## config.mk

```make
export PLATFORM = sky130hd
export DESIGN_NAME = circle_fill_rasterizer
export DESIGN_NICKNAME = d
export VERILOG_FILES = /design/src/rtl/cfr_pkg.sv /design/src/rtl/cfr_pixel_pipe.sv /design/src/rtl/circle_fill_rasterizer.sv
export SDC_FILE = /design/constraint.sdc
export NUM_CORES = 2
export LEC_CHECK = 0
export ABC_AREA = 1
export CAP_MARGIN = 30
export CELL_PAD_IN_SITES_DETAIL_PLACEMENT = 1
export CELL_PAD_IN_SITES_GLOBAL_PLACEMENT = 2
export CORE_MARGIN = 4
export CORE_UTILIZATION = 41
export DETAILED_ROUTE_END_ITERATION = 10
export DONT_BUFFER_PORTS = 1
export GPL_TIMING_DRIVEN = 1
export MAX_ROUTING_LAYER = met4
export PLACE_DENSITY_LB_ADDON = 0.1
export SYNTH_ARGS = -nofsm -noshare
export SYNTH_HDL_FRONTEND = slang
export SYNTH_SLANG_ARGS = --single-unit
export TNS_END_PERCENT = 10
```

## constraint.sdc

```tcl
create_clock -name clk -period 6.1 [get_ports clk]
set_input_delay 1.22 -clock clk [delete_from_list [all_inputs] [get_ports clk]]
set_output_delay 1.22 -clock clk [all_outputs]
set_load 0.005 [all_outputs]
```

## src/rtl/cfr_pkg.sv

```systemverilog
// Shared types and constants for the filled circle rasterizer.
package cfr_pkg;

  localparam int COORD_W   = 13;  // signed center and scan coordinates
  localparam int POS_W     = 14;  // signed frame position, center plus offset
  localparam int RAD_W     = 11;  // radius and absolute offsets
  localparam int SQ_W      = 22;  // squared distances and squared radius
  localparam int COLOR_W   = 32;
  localparam int ADDR_W    = 22;
  localparam int CFG_W     = 12;  // frame dimension registers
  localparam int CFG_IDX_W = 2;
  localparam int S_DATA_W  = 72;  // 69 payload bits padded to bytes
  localparam int M_DATA_W  = 56;  // 54 payload bits padded to bytes

  // Configuration register indexes.
  localparam logic [CFG_IDX_W-1:0] REG_FRAME_WIDTH  = 2'd0;
  localparam logic [CFG_IDX_W-1:0] REG_FRAME_HEIGHT = 2'd1;

  // Snapshot of one bounding box position, taken when the item is accepted.
  typedef struct packed {
    logic                      visit;  // a real position, not a start or idle step
    logic                      done;
    logic signed [POS_W-1:0]   x;
    logic signed [POS_W-1:0]   y;
    logic [RAD_W-1:0]          ax;
    logic [RAD_W-1:0]          ay;
    logic [SQ_W-1:0]           rr;
    logic [COLOR_W-1:0]        color;
  } item_t;

endpackage

```

## src/rtl/cfr_pixel_pipe.sv

```systemverilog
// Pixel test and address pipeline: snapshot, products, result register.
module cfr_pixel_pipe #(
  parameter int MAX_DIM = 2048
) (
  input  logic                        clk,
  input  logic                        rst,
  input  logic [cfr_pkg::CFG_W-1:0]   frame_width,
  input  logic [cfr_pkg::CFG_W-1:0]   frame_height,
  input  logic                        in_valid,
  output logic                        in_ready,
  input  cfr_pkg::item_t              in_item,
  output logic                        out_valid,
  input  logic                        out_ready,
  output logic                        write_valid,
  output logic [cfr_pkg::ADDR_W-1:0]  pixel_address,
  output logic [cfr_pkg::COLOR_W-1:0] pixel_value,
  output logic                        done_res
);
  import cfr_pkg::*;

  localparam int DIM_W = $clog2(MAX_DIM + 1);
  localparam int CMP_W = (DIM_W > CFG_W) ? DIM_W : CFG_W;
  localparam int LIM_W = ((DIM_W > POS_W) ? DIM_W : POS_W) + 1;
  localparam int PROD_W = ((COORD_W + DIM_W) > ADDR_W) ? (COORD_W + DIM_W) : ADDR_W;

  // Stage registers.
  logic   s1_valid;
  item_t  s1;
  logic                s2_valid;
  logic                s2_visit;
  logic                s2_done;
  logic                s2_in_frame;
  logic [SQ_W-1:0]     s2_ax2;
  logic [SQ_W-1:0]     s2_ay2;
  logic [SQ_W-1:0]     s2_rr;
  logic [ADDR_W-1:0]   s2_prod;
  logic [COORD_W-1:0]  s2_x;
  logic [COLOR_W-1:0]  s2_color;

  logic s2_move;
  logic s2_free;
  logic s1_move;
  logic out_slot;

  // Frame limits saturated to the largest supported dimension.
  logic [DIM_W-1:0]  lim_w;
  logic [DIM_W-1:0]  lim_h;
  logic              in_frame;
  logic [PROD_W-1:0] prod_full;
  logic [SQ_W:0]     dist_sum;
  logic              in_circle;

  // Each stage moves when the one after it is empty or moving.
  assign out_slot = !out_valid || out_ready;
  assign s2_move  = s2_valid && out_slot;
  assign s2_free  = !s2_valid || s2_move;
  assign s1_move  = s1_valid && s2_free;
  assign in_ready = !s1_valid || s1_move;

  // Clipping test and row offset product.
  always_comb begin
    lim_w = (CMP_W'(frame_width) > CMP_W'(MAX_DIM)) ? DIM_W'(MAX_DIM) : DIM_W'(frame_width);
    lim_h = (CMP_W'(frame_height) > CMP_W'(MAX_DIM)) ? DIM_W'(MAX_DIM) : DIM_W'(frame_height);
    in_frame = !s1.x[POS_W-1] && !s1.y[POS_W-1] &&
               (LIM_W'($unsigned(s1.x)) < LIM_W'(lim_w)) &&
               (LIM_W'($unsigned(s1.y)) < LIM_W'(lim_h));
    prod_full = PROD_W'(s1.y[COORD_W-1:0]) * PROD_W'(lim_w);
  end

  // Distance compare and address add for the result register.
  assign dist_sum  = (SQ_W+1)'(s2_ax2) + (SQ_W+1)'(s2_ay2);
  assign in_circle = dist_sum <= (SQ_W+1)'(s2_rr);

  // Valid bits.
  always_ff @(posedge clk) begin
    if (rst) begin
      s1_valid  <= 1'b0;
      s2_valid  <= 1'b0;
      out_valid <= 1'b0;
    end else begin
      if (in_ready) s1_valid <= in_valid;
      if (s2_free)  s2_valid <= s1_valid;
      if (out_slot) out_valid <= s2_valid;
    end
  end

  // Payload registers.
  always_ff @(posedge clk) begin
    if (in_valid && in_ready) begin
      s1 <= in_item;
    end
    if (s1_move) begin
      s2_visit    <= s1.visit;
      s2_done     <= s1.done;
      s2_in_frame <= in_frame;
      s2_ax2      <= SQ_W'(s1.ax) * SQ_W'(s1.ax);
      s2_ay2      <= SQ_W'(s1.ay) * SQ_W'(s1.ay);
      s2_rr       <= s1.rr;
      s2_prod     <= prod_full[ADDR_W-1:0];
      s2_x        <= s1.x[COORD_W-1:0];
      s2_color    <= s1.color;
    end
    if (s2_move) begin
      done_res <= s2_done;
      if (s2_visit && s2_in_frame && in_circle) begin
        write_valid   <= 1'b1;
        pixel_address <= s2_prod + ADDR_W'(s2_x);
        pixel_value   <= s2_color;
      end else begin
        write_valid   <= 1'b0;
        pixel_address <= '0;
        pixel_value   <= '0;
      end
    end
  end

endmodule

```

## src/rtl/circle_fill_rasterizer.sv

```systemverilog
// Top level of the bounding box filled circle rasterizer.
//
//  Channel  Direction  Signals                       Payload
//  s_axis   in         tvalid tready tdata tuser     start or step item
//  m_axis   out        tvalid tready tdata tuser     one result per item, tlast = done
//  cfg      in         valid ready index data        frame width and height
//
//  One item is accepted per cycle while s_axis_tready is high.
//  The scan counters advance at acceptance, so a step follows a step at full rate.
//  Results pass through two internal stages and a result register; a stalled
//  output fills those stages before s_axis_tready drops.
//  Synchronous reset sets the frame to 640 by 480 and the scanner idle.
//  Configuration writes are always ready and take effect at once; they belong
//  where no item is in flight.
module circle_fill_rasterizer #(
  parameter int MAX_DIM = 2048
) (
  input  logic                           clk,
  input  logic                           rst,
  input  logic                           s_axis_tvalid,
  output logic                           s_axis_tready,
  // center_x[12:0], center_y[25:13], radius[36:26], fill_color[68:37], zero pad
  input  logic [cfr_pkg::S_DATA_W-1:0]   s_axis_tdata,
  // action[0]
  input  logic                           s_axis_tuser,
  output logic                           m_axis_tvalid,
  input  logic                           m_axis_tready,
  // pixel_address[21:0], pixel_value[53:22], zero pad
  output logic [cfr_pkg::M_DATA_W-1:0]   m_axis_tdata,
  // write_valid[0]
  output logic                           m_axis_tuser,
  output logic                           m_axis_tlast,
  input  logic                           cfg_valid,
  output logic                           cfg_ready,
  input  logic [cfr_pkg::CFG_IDX_W-1:0]  cfg_index,
  input  logic [cfr_pkg::CFG_W-1:0]      cfg_data
);
  import cfr_pkg::*;

  // Configuration and scan state.
  logic [CFG_W-1:0]          frame_width;
  logic [CFG_W-1:0]          frame_height;
  logic                      busy;
  logic signed [COORD_W-1:0] scan_x;
  logic signed [COORD_W-1:0] scan_y;
  logic signed [COORD_W-1:0] held_center_x;
  logic signed [COORD_W-1:0] held_center_y;
  logic [RAD_W-1:0]          held_radius;
  logic [SQ_W-1:0]           held_rr;
  logic [COLOR_W-1:0]        held_color;

  logic                      accept;
  logic                      action;
  logic signed [COORD_W-1:0] in_center_x;
  logic signed [COORD_W-1:0] in_center_y;
  logic [RAD_W-1:0]          in_radius;
  logic [COLOR_W-1:0]        in_color;
  logic signed [COORD_W-1:0] rad_s;
  logic                      row_end;
  logic                      box_end;
  item_t                     snap;

  logic                      write_valid;
  logic [ADDR_W-1:0]         pixel_address;
  logic [COLOR_W-1:0]        pixel_value;
  logic                      done_res;

  // Unpack the input transaction.
  assign action      = s_axis_tuser;
  assign in_center_x = s_axis_tdata[12:0];
  assign in_center_y = s_axis_tdata[25:13];
  assign in_radius   = s_axis_tdata[36:26];
  assign in_color    = s_axis_tdata[68:37];
  assign accept      = s_axis_tvalid && s_axis_tready;
  assign cfg_ready   = 1'b1;

  // End of row and end of box tests on the current position.
  assign rad_s   = $signed(COORD_W'(held_radius));
  assign row_end = scan_x >= rad_s;
  assign box_end = row_end && (scan_y >= rad_s);

  // Position snapshot handed to the pixel pipeline.
  always_comb begin
    snap.visit = action && busy;
    snap.done  = action && (!busy || box_end);
    snap.x     = POS_W'(held_center_x) + POS_W'(scan_x);
    snap.y     = POS_W'(held_center_y) + POS_W'(scan_y);
    snap.ax    = scan_x[COORD_W-1] ? RAD_W'(-scan_x) : RAD_W'(scan_x);
    snap.ay    = scan_y[COORD_W-1] ? RAD_W'(-scan_y) : RAD_W'(scan_y);
    snap.rr    = held_rr;
    snap.color = held_color;
  end

  // Configuration registers.
  always_ff @(posedge clk) begin
    if (rst) begin
      frame_width  <= CFG_W'(640);
      frame_height <= CFG_W'(480);
    end else if (cfg_valid && cfg_ready) begin
      case (cfg_index)
        REG_FRAME_WIDTH:  frame_width  <= cfg_data;
        REG_FRAME_HEIGHT: frame_height <= cfg_data;
        default: ;
      endcase
    end
  end

  // Scan counters: a start loads the top left corner, a step walks raster order.
  always_ff @(posedge clk) begin
    if (rst) begin
      busy          <= 1'b0;
      scan_x        <= '0;
      scan_y        <= '0;
      held_center_x <= '0;
      held_center_y <= '0;
      held_radius   <= '0;
      held_rr       <= '0;
      held_color    <= '0;
    end else if (accept) begin
      if (!action) begin
        held_center_x <= in_center_x;
        held_center_y <= in_center_y;
        held_radius   <= in_radius;
        held_rr       <= SQ_W'(in_radius) * SQ_W'(in_radius);
        held_color    <= in_color;
        scan_x        <= -$signed(COORD_W'(in_radius));
        scan_y        <= -$signed(COORD_W'(in_radius));
        busy          <= 1'b1;
      end else if (busy) begin
        if (box_end) begin
          busy <= 1'b0;
        end else if (row_end) begin
          scan_x <= -rad_s;
          scan_y <= scan_y + COORD_W'(1);
        end else begin
          scan_x <= scan_x + COORD_W'(1);
        end
      end
    end
  end

  cfr_pixel_pipe #(
    .MAX_DIM (MAX_DIM)
  ) u_pipe (
    .clk           (clk),
    .rst           (rst),
    .frame_width   (frame_width),
    .frame_height  (frame_height),
    .in_valid      (s_axis_tvalid),
    .in_ready      (s_axis_tready),
    .in_item       (snap),
    .out_valid     (m_axis_tvalid),
    .out_ready     (m_axis_tready),
    .write_valid   (write_valid),
    .pixel_address (pixel_address),
    .pixel_value   (pixel_value),
    .done_res      (done_res)
  );

  // Pack the output transaction.
  assign m_axis_tdata = {2'b00, pixel_value, pixel_address};
  assign m_axis_tuser = write_valid;
  assign m_axis_tlast = done_res;

  // The scanner leaves a circle only on an accepted step.
  a_busy_fall: assert property (@(posedge clk) disable iff (rst)
    $fell(busy) |-> $past(accept && action))
    else $error("scanner went idle without an accepted step");

  // The current position never leaves the bounding box.
  a_scan_range: assert property (@(posedge clk) disable iff (rst)
    busy |-> (scan_x <= rad_s && scan_x >= -rad_s && scan_y <= rad_s && scan_y >= -rad_s))
    else $error("scan position outside the bounding box");

  // With no result waiting, the pipeline always has room for a new item.
  a_ready_when_drained: assert property (@(posedge clk) disable iff (rst)
    !m_axis_tvalid |-> s_axis_tready)
    else $error("input stalled while the output is empty");

endmodule
```

==> reports/metrics.csv <==
stage,metric,value,unit
sta,Slew headroom,34.63,%
finish,layout cell share with drive strength beyond 1,4.063,%
grt,largest net degree at the start of global routing,134,
synth,main area contributors after synthesis,"edfxtp_1 25%, fa_1 17%, ha_1 12%",
sta,# setup viols final,0,
cts,cts bufs inserted,51,
synth,ys flop type,edfxtp_1,
sta,Final period util,92.90,%
synth,synthesized flop and latch total,437,
critical_path,CP peak stage delay,0.66,ns
grt,GRT Util Overall,22.42,%
critical_path,Slowest cell on crit path,edfxtp_1,
drt,DR iter-0 viols,1405,
synth,YS warnings,0,
cts,CTS tree,built,
cts,CTS root buffer,clkbuf_16,
floorplan,Initial Util,41.40,%
finish,P&R area growth vs syn,9.101,%
floorplan,Core ar.,0.08541,sq mm
placement,RePlAce Congestion,0.8669,
drt,DR WL met3,3124,microns
synth,synth unique cells,47,
drt,Antenna Nets Post-Route,0,
critical_path,WP buf/inv,6,
drt,drt total wl,96630,microns
cts,register clock-pin slew on the reported worst setup and hold paths,0.06,ns
critical_path,Crit Path Class,flip-flop to flip-flop,
sta,final hold vios,0,
critical_path,CP endpoint kind,flip-flop,
pwr,P_leak,19.48,nW
cts,Clock Sink Count,437,
floorplan,Die Y,301.7,microns
floorplan,# rows,107,
finish,Final Cell Area,0.03858,sq mm
placement,dpl cell area,0.03672,sq mm
pwr,peak supply drop,0.3161,mV
grt,vias in the first global route,28120,
drt,metal2 WL,44380,microns
grt,first-pass GRT wire length,156400,microns
placement,# port buffers,0,
sta,worst-margin pin slew,0.9806,ns
critical_path,crit-path max FO,11,
synth,Syn Area/Cell,8.683,sq um
synth,synthesized cell area,0.03536,sq mm
critical_path,CP Launch Type,flip-flop,
grt,grt total ovfl,0,
sta,fin. max-slew vios,0,
floorplan,die area,0.09100,sq mm
drt,DRC,0,
drt,met1 WL,47560,microns
floorplan,Die Width,301.7,microns
cts,worst skew pair latency,0.63,ns
placement,DP HPWL,76070,microns
drt,vias,26135,
job,max-cap violations,0,
critical_path,"delay-heaviest family, CP",adder cells,
drt,Max Used Layer,met4,
finish,NumNets Final,4796,
critical_path,CP arrival,6.01,ns
cts,setup bufs post-CTS,0,
synth,most common cell in the synthesized netlist,inv_1,
finish,Layout Utilization,45.16,%
drt,router iterations before antenna repair,7,
synth,Synth top cells by count,"816 x inv_1, 753 x nand2_1, 438 x nor2_1, 337 x ha_1, 300 x fa_1",
synth,top-area cell type share of the netlist area,24.97,%
synth,sequential-to-total area share from yosys stat,33.07,%
critical_path,required time worst endpoint,6.45,ns
synth,"Async S/R FF share, synth",0,%
sta,Peak Freq,0.1765,GHz
grt,initial antenna violation count,2,
drt,post-DR wirelength/cell,18.38,microns
sta,post-route minimum period,5.667,ns
status,status,"complete, no violations",
synth,number of synthesized flops with an enable pin,294,
worst_hold_path,Hold Path Class,flip-flop to flip-flop,
synth,Yosys top cell by area,edfxtp_1,
critical_path,most frequent CP cell,inv_1,
cts,depth of the CTS H-tree,2,
cts,clk buf depth,3,
critical_path,crit-path cells,nand2_1 -> inv_1 -> fa_1 -> inv_1 -> fa_1 -> inv_1 -> fa_1 -> inv_1 -> fa_1 -> fa_1 -> inv_1 -> ha_1 -> nand2_1 -> nor2_1 -> nand2_1 -> nand3_1 -> a21boi_0 -> o21ai_0 -> nand2_1 -> inv_1 -> o21ai_0 -> nand2_1,
synth,cell count after synthesis,4072,
drt,vias per inst,4.971,
floorplan,I/O pin count,153,
pwr,P per Cell Area,457.0,mW/mm^2
sta,Worst Skew,0.04694,ns
sequential cells by signal (all words and copies together) (netlist names), 20 cells and up:
register	count
u_pipe.pixel_value	32
u_pipe.s1	105
held_rr	20
u_pipe.s2_ax2	21
u_pipe.s2_color	32
held_color	32
u_pipe.s2_prod	22
u_pipe.s2_ay2	21
u_pipe.s2_rr	21
u_pipe.pixel_address	22
kinds of logic (layout without fill, tap and decap cells):
logic type      count (synthesis)  after routing  share of synthesized area, %
compound gates                477            477                         7.414
xor+xnor                      174            174                         4.310
fa+ha+maj                     637            637                         28.91
buf+inv                       935            972                         10.19
flops                         437            437                         33.07
other cells                     2              7                       0.02124
simple gates                 1410           1410                         16.09
final cells by class:
class | instances | area (sq um)
antenna | 4 | 10.01
clock buffer | 68 | 1486
clock inverter | 28 | 351.6
fill | 10115 | 46840
inverter | 823 | 3099
multi-input combinational | 2701 | 20100
sequential | 437 | 11690
tap | 1144 | 1431
timing repair buffer | 53 | 410.4
final timing paths:
kind         slack (ns)     startpoint           endpoint  depth (start not counted)
min                0.42  u_pipe.s1[42]   u_pipe.s2_rr[10]                          0
max                0.43  u_pipe.s1[58]  u_pipe.s2_ay2[19]                         22
min reg2reg        0.42  u_pipe.s1[42]   u_pipe.s2_rr[10]                          0
max reg2reg        0.43  u_pipe.s1[58]  u_pipe.s2_ay2[19]                         22
timing repair:
| item | in CTS | in global routing |
|---|---|---|
| resized for setup | 0 | 5 |
| hold buffers | 0 | 0 |
| endpoints found under the setup margin | 0 | 7 |
where the power goes:
group,total [mW],switching [mW],internal (mW)
Combinational,10.0,6.29,3.75
Clock,3.29,1.38,1.92
Sequential,4.30,0.405,3.90
Total,17.6,8.07,9.56
worst register-to-register path: stages, from the launching register on:
cell      delay (ns)
edfxtp_1        0.66
nand2_1         0.25
inv_1           0.08
fa_1            0.50
inv_1           0.05
fa_1            0.52
inv_1           0.05
fa_1            0.47
inv_1           0.06
fa_1            0.45
fa_1            0.49
inv_1           0.04
ha_1            0.35
nand2_1         0.10
nor2_1          0.04
nand2_1         0.06
nand3_1         0.13
a21boi_0        0.51
o21ai_0         0.24
nand2_1         0.10
inv_1           0.05
o21ai_0         0.14
nand2_1         0.07
layer usage:
layer / GRT usage, % / up-vias
met5: - / -
met4: 3.702 / 0
li1: - / 12812
met3: 2.534 / 86
met1: 31.69 / 12954
met2: 35.54 / 283
cell usage in the layout, fill, tap and decap left out, types with 3 or more instances in the layout:
cell type / instances
clkinv_4: 4
nor2_1: 436
nand4_1: 30
o21ai_0: 186
clkinv_16: 3
a21o_1: 17
a21oi_1: 192
conb_1: 3
nand2_1: 753
a41oi_1: 3
clkinv_2: 7
clkbuf_1: 4
bufinv_16: 4
ha_1: 337
inv_6: 5
o21a_1: 8
o2111ai_1: 4
diode_2: 4
nor3_1: 35
or2_2: 5
fa_1: 300
o21bai_1: 17
xnor2_1: 53
a21boi_0: 5
nand3b_1: 4
buf_4: 52
clkbuf_8: 8
inv_1: 812
a211oi_1: 4
nor4_1: 7
edfxtp_1: 294
a31oi_1: 14
nand3_1: 127
o31ai_1: 6
inv_4: 3
o211ai_1: 12
xor2_1: 121
clkbuf_16: 54
clkinv_1: 9
dfxtp_1: 143
through the flow:
| step | worst slack (ns) | hold WS (ns) | std cells | TNS [ns] | power (mW) |
|---|---|---|---|---|---|
| 2_1_floorplan | 0.6007 | 0.4003 | 4073 | 0 | 11.63 |
| 3_3_place_gp | 0.2024 | 0.4010 | 5158 | 0 | 14.32 |
| 3_5_place_dp | 0.1614 | 0.4056 | 5158 | 0 | 14.44 |
| 4_1_cts | 0.1186 | 0.4197 | 5254 | 0 | 17.89 |
| 5_1_grt | -0.003887 | 0.4204 | 5258 | -0.003887 | 19.56 |
| 6_report | 0.4333 | 0.4165 | 5258 | 0 | 17.63 |
Power figures use the tool's default switching activity.
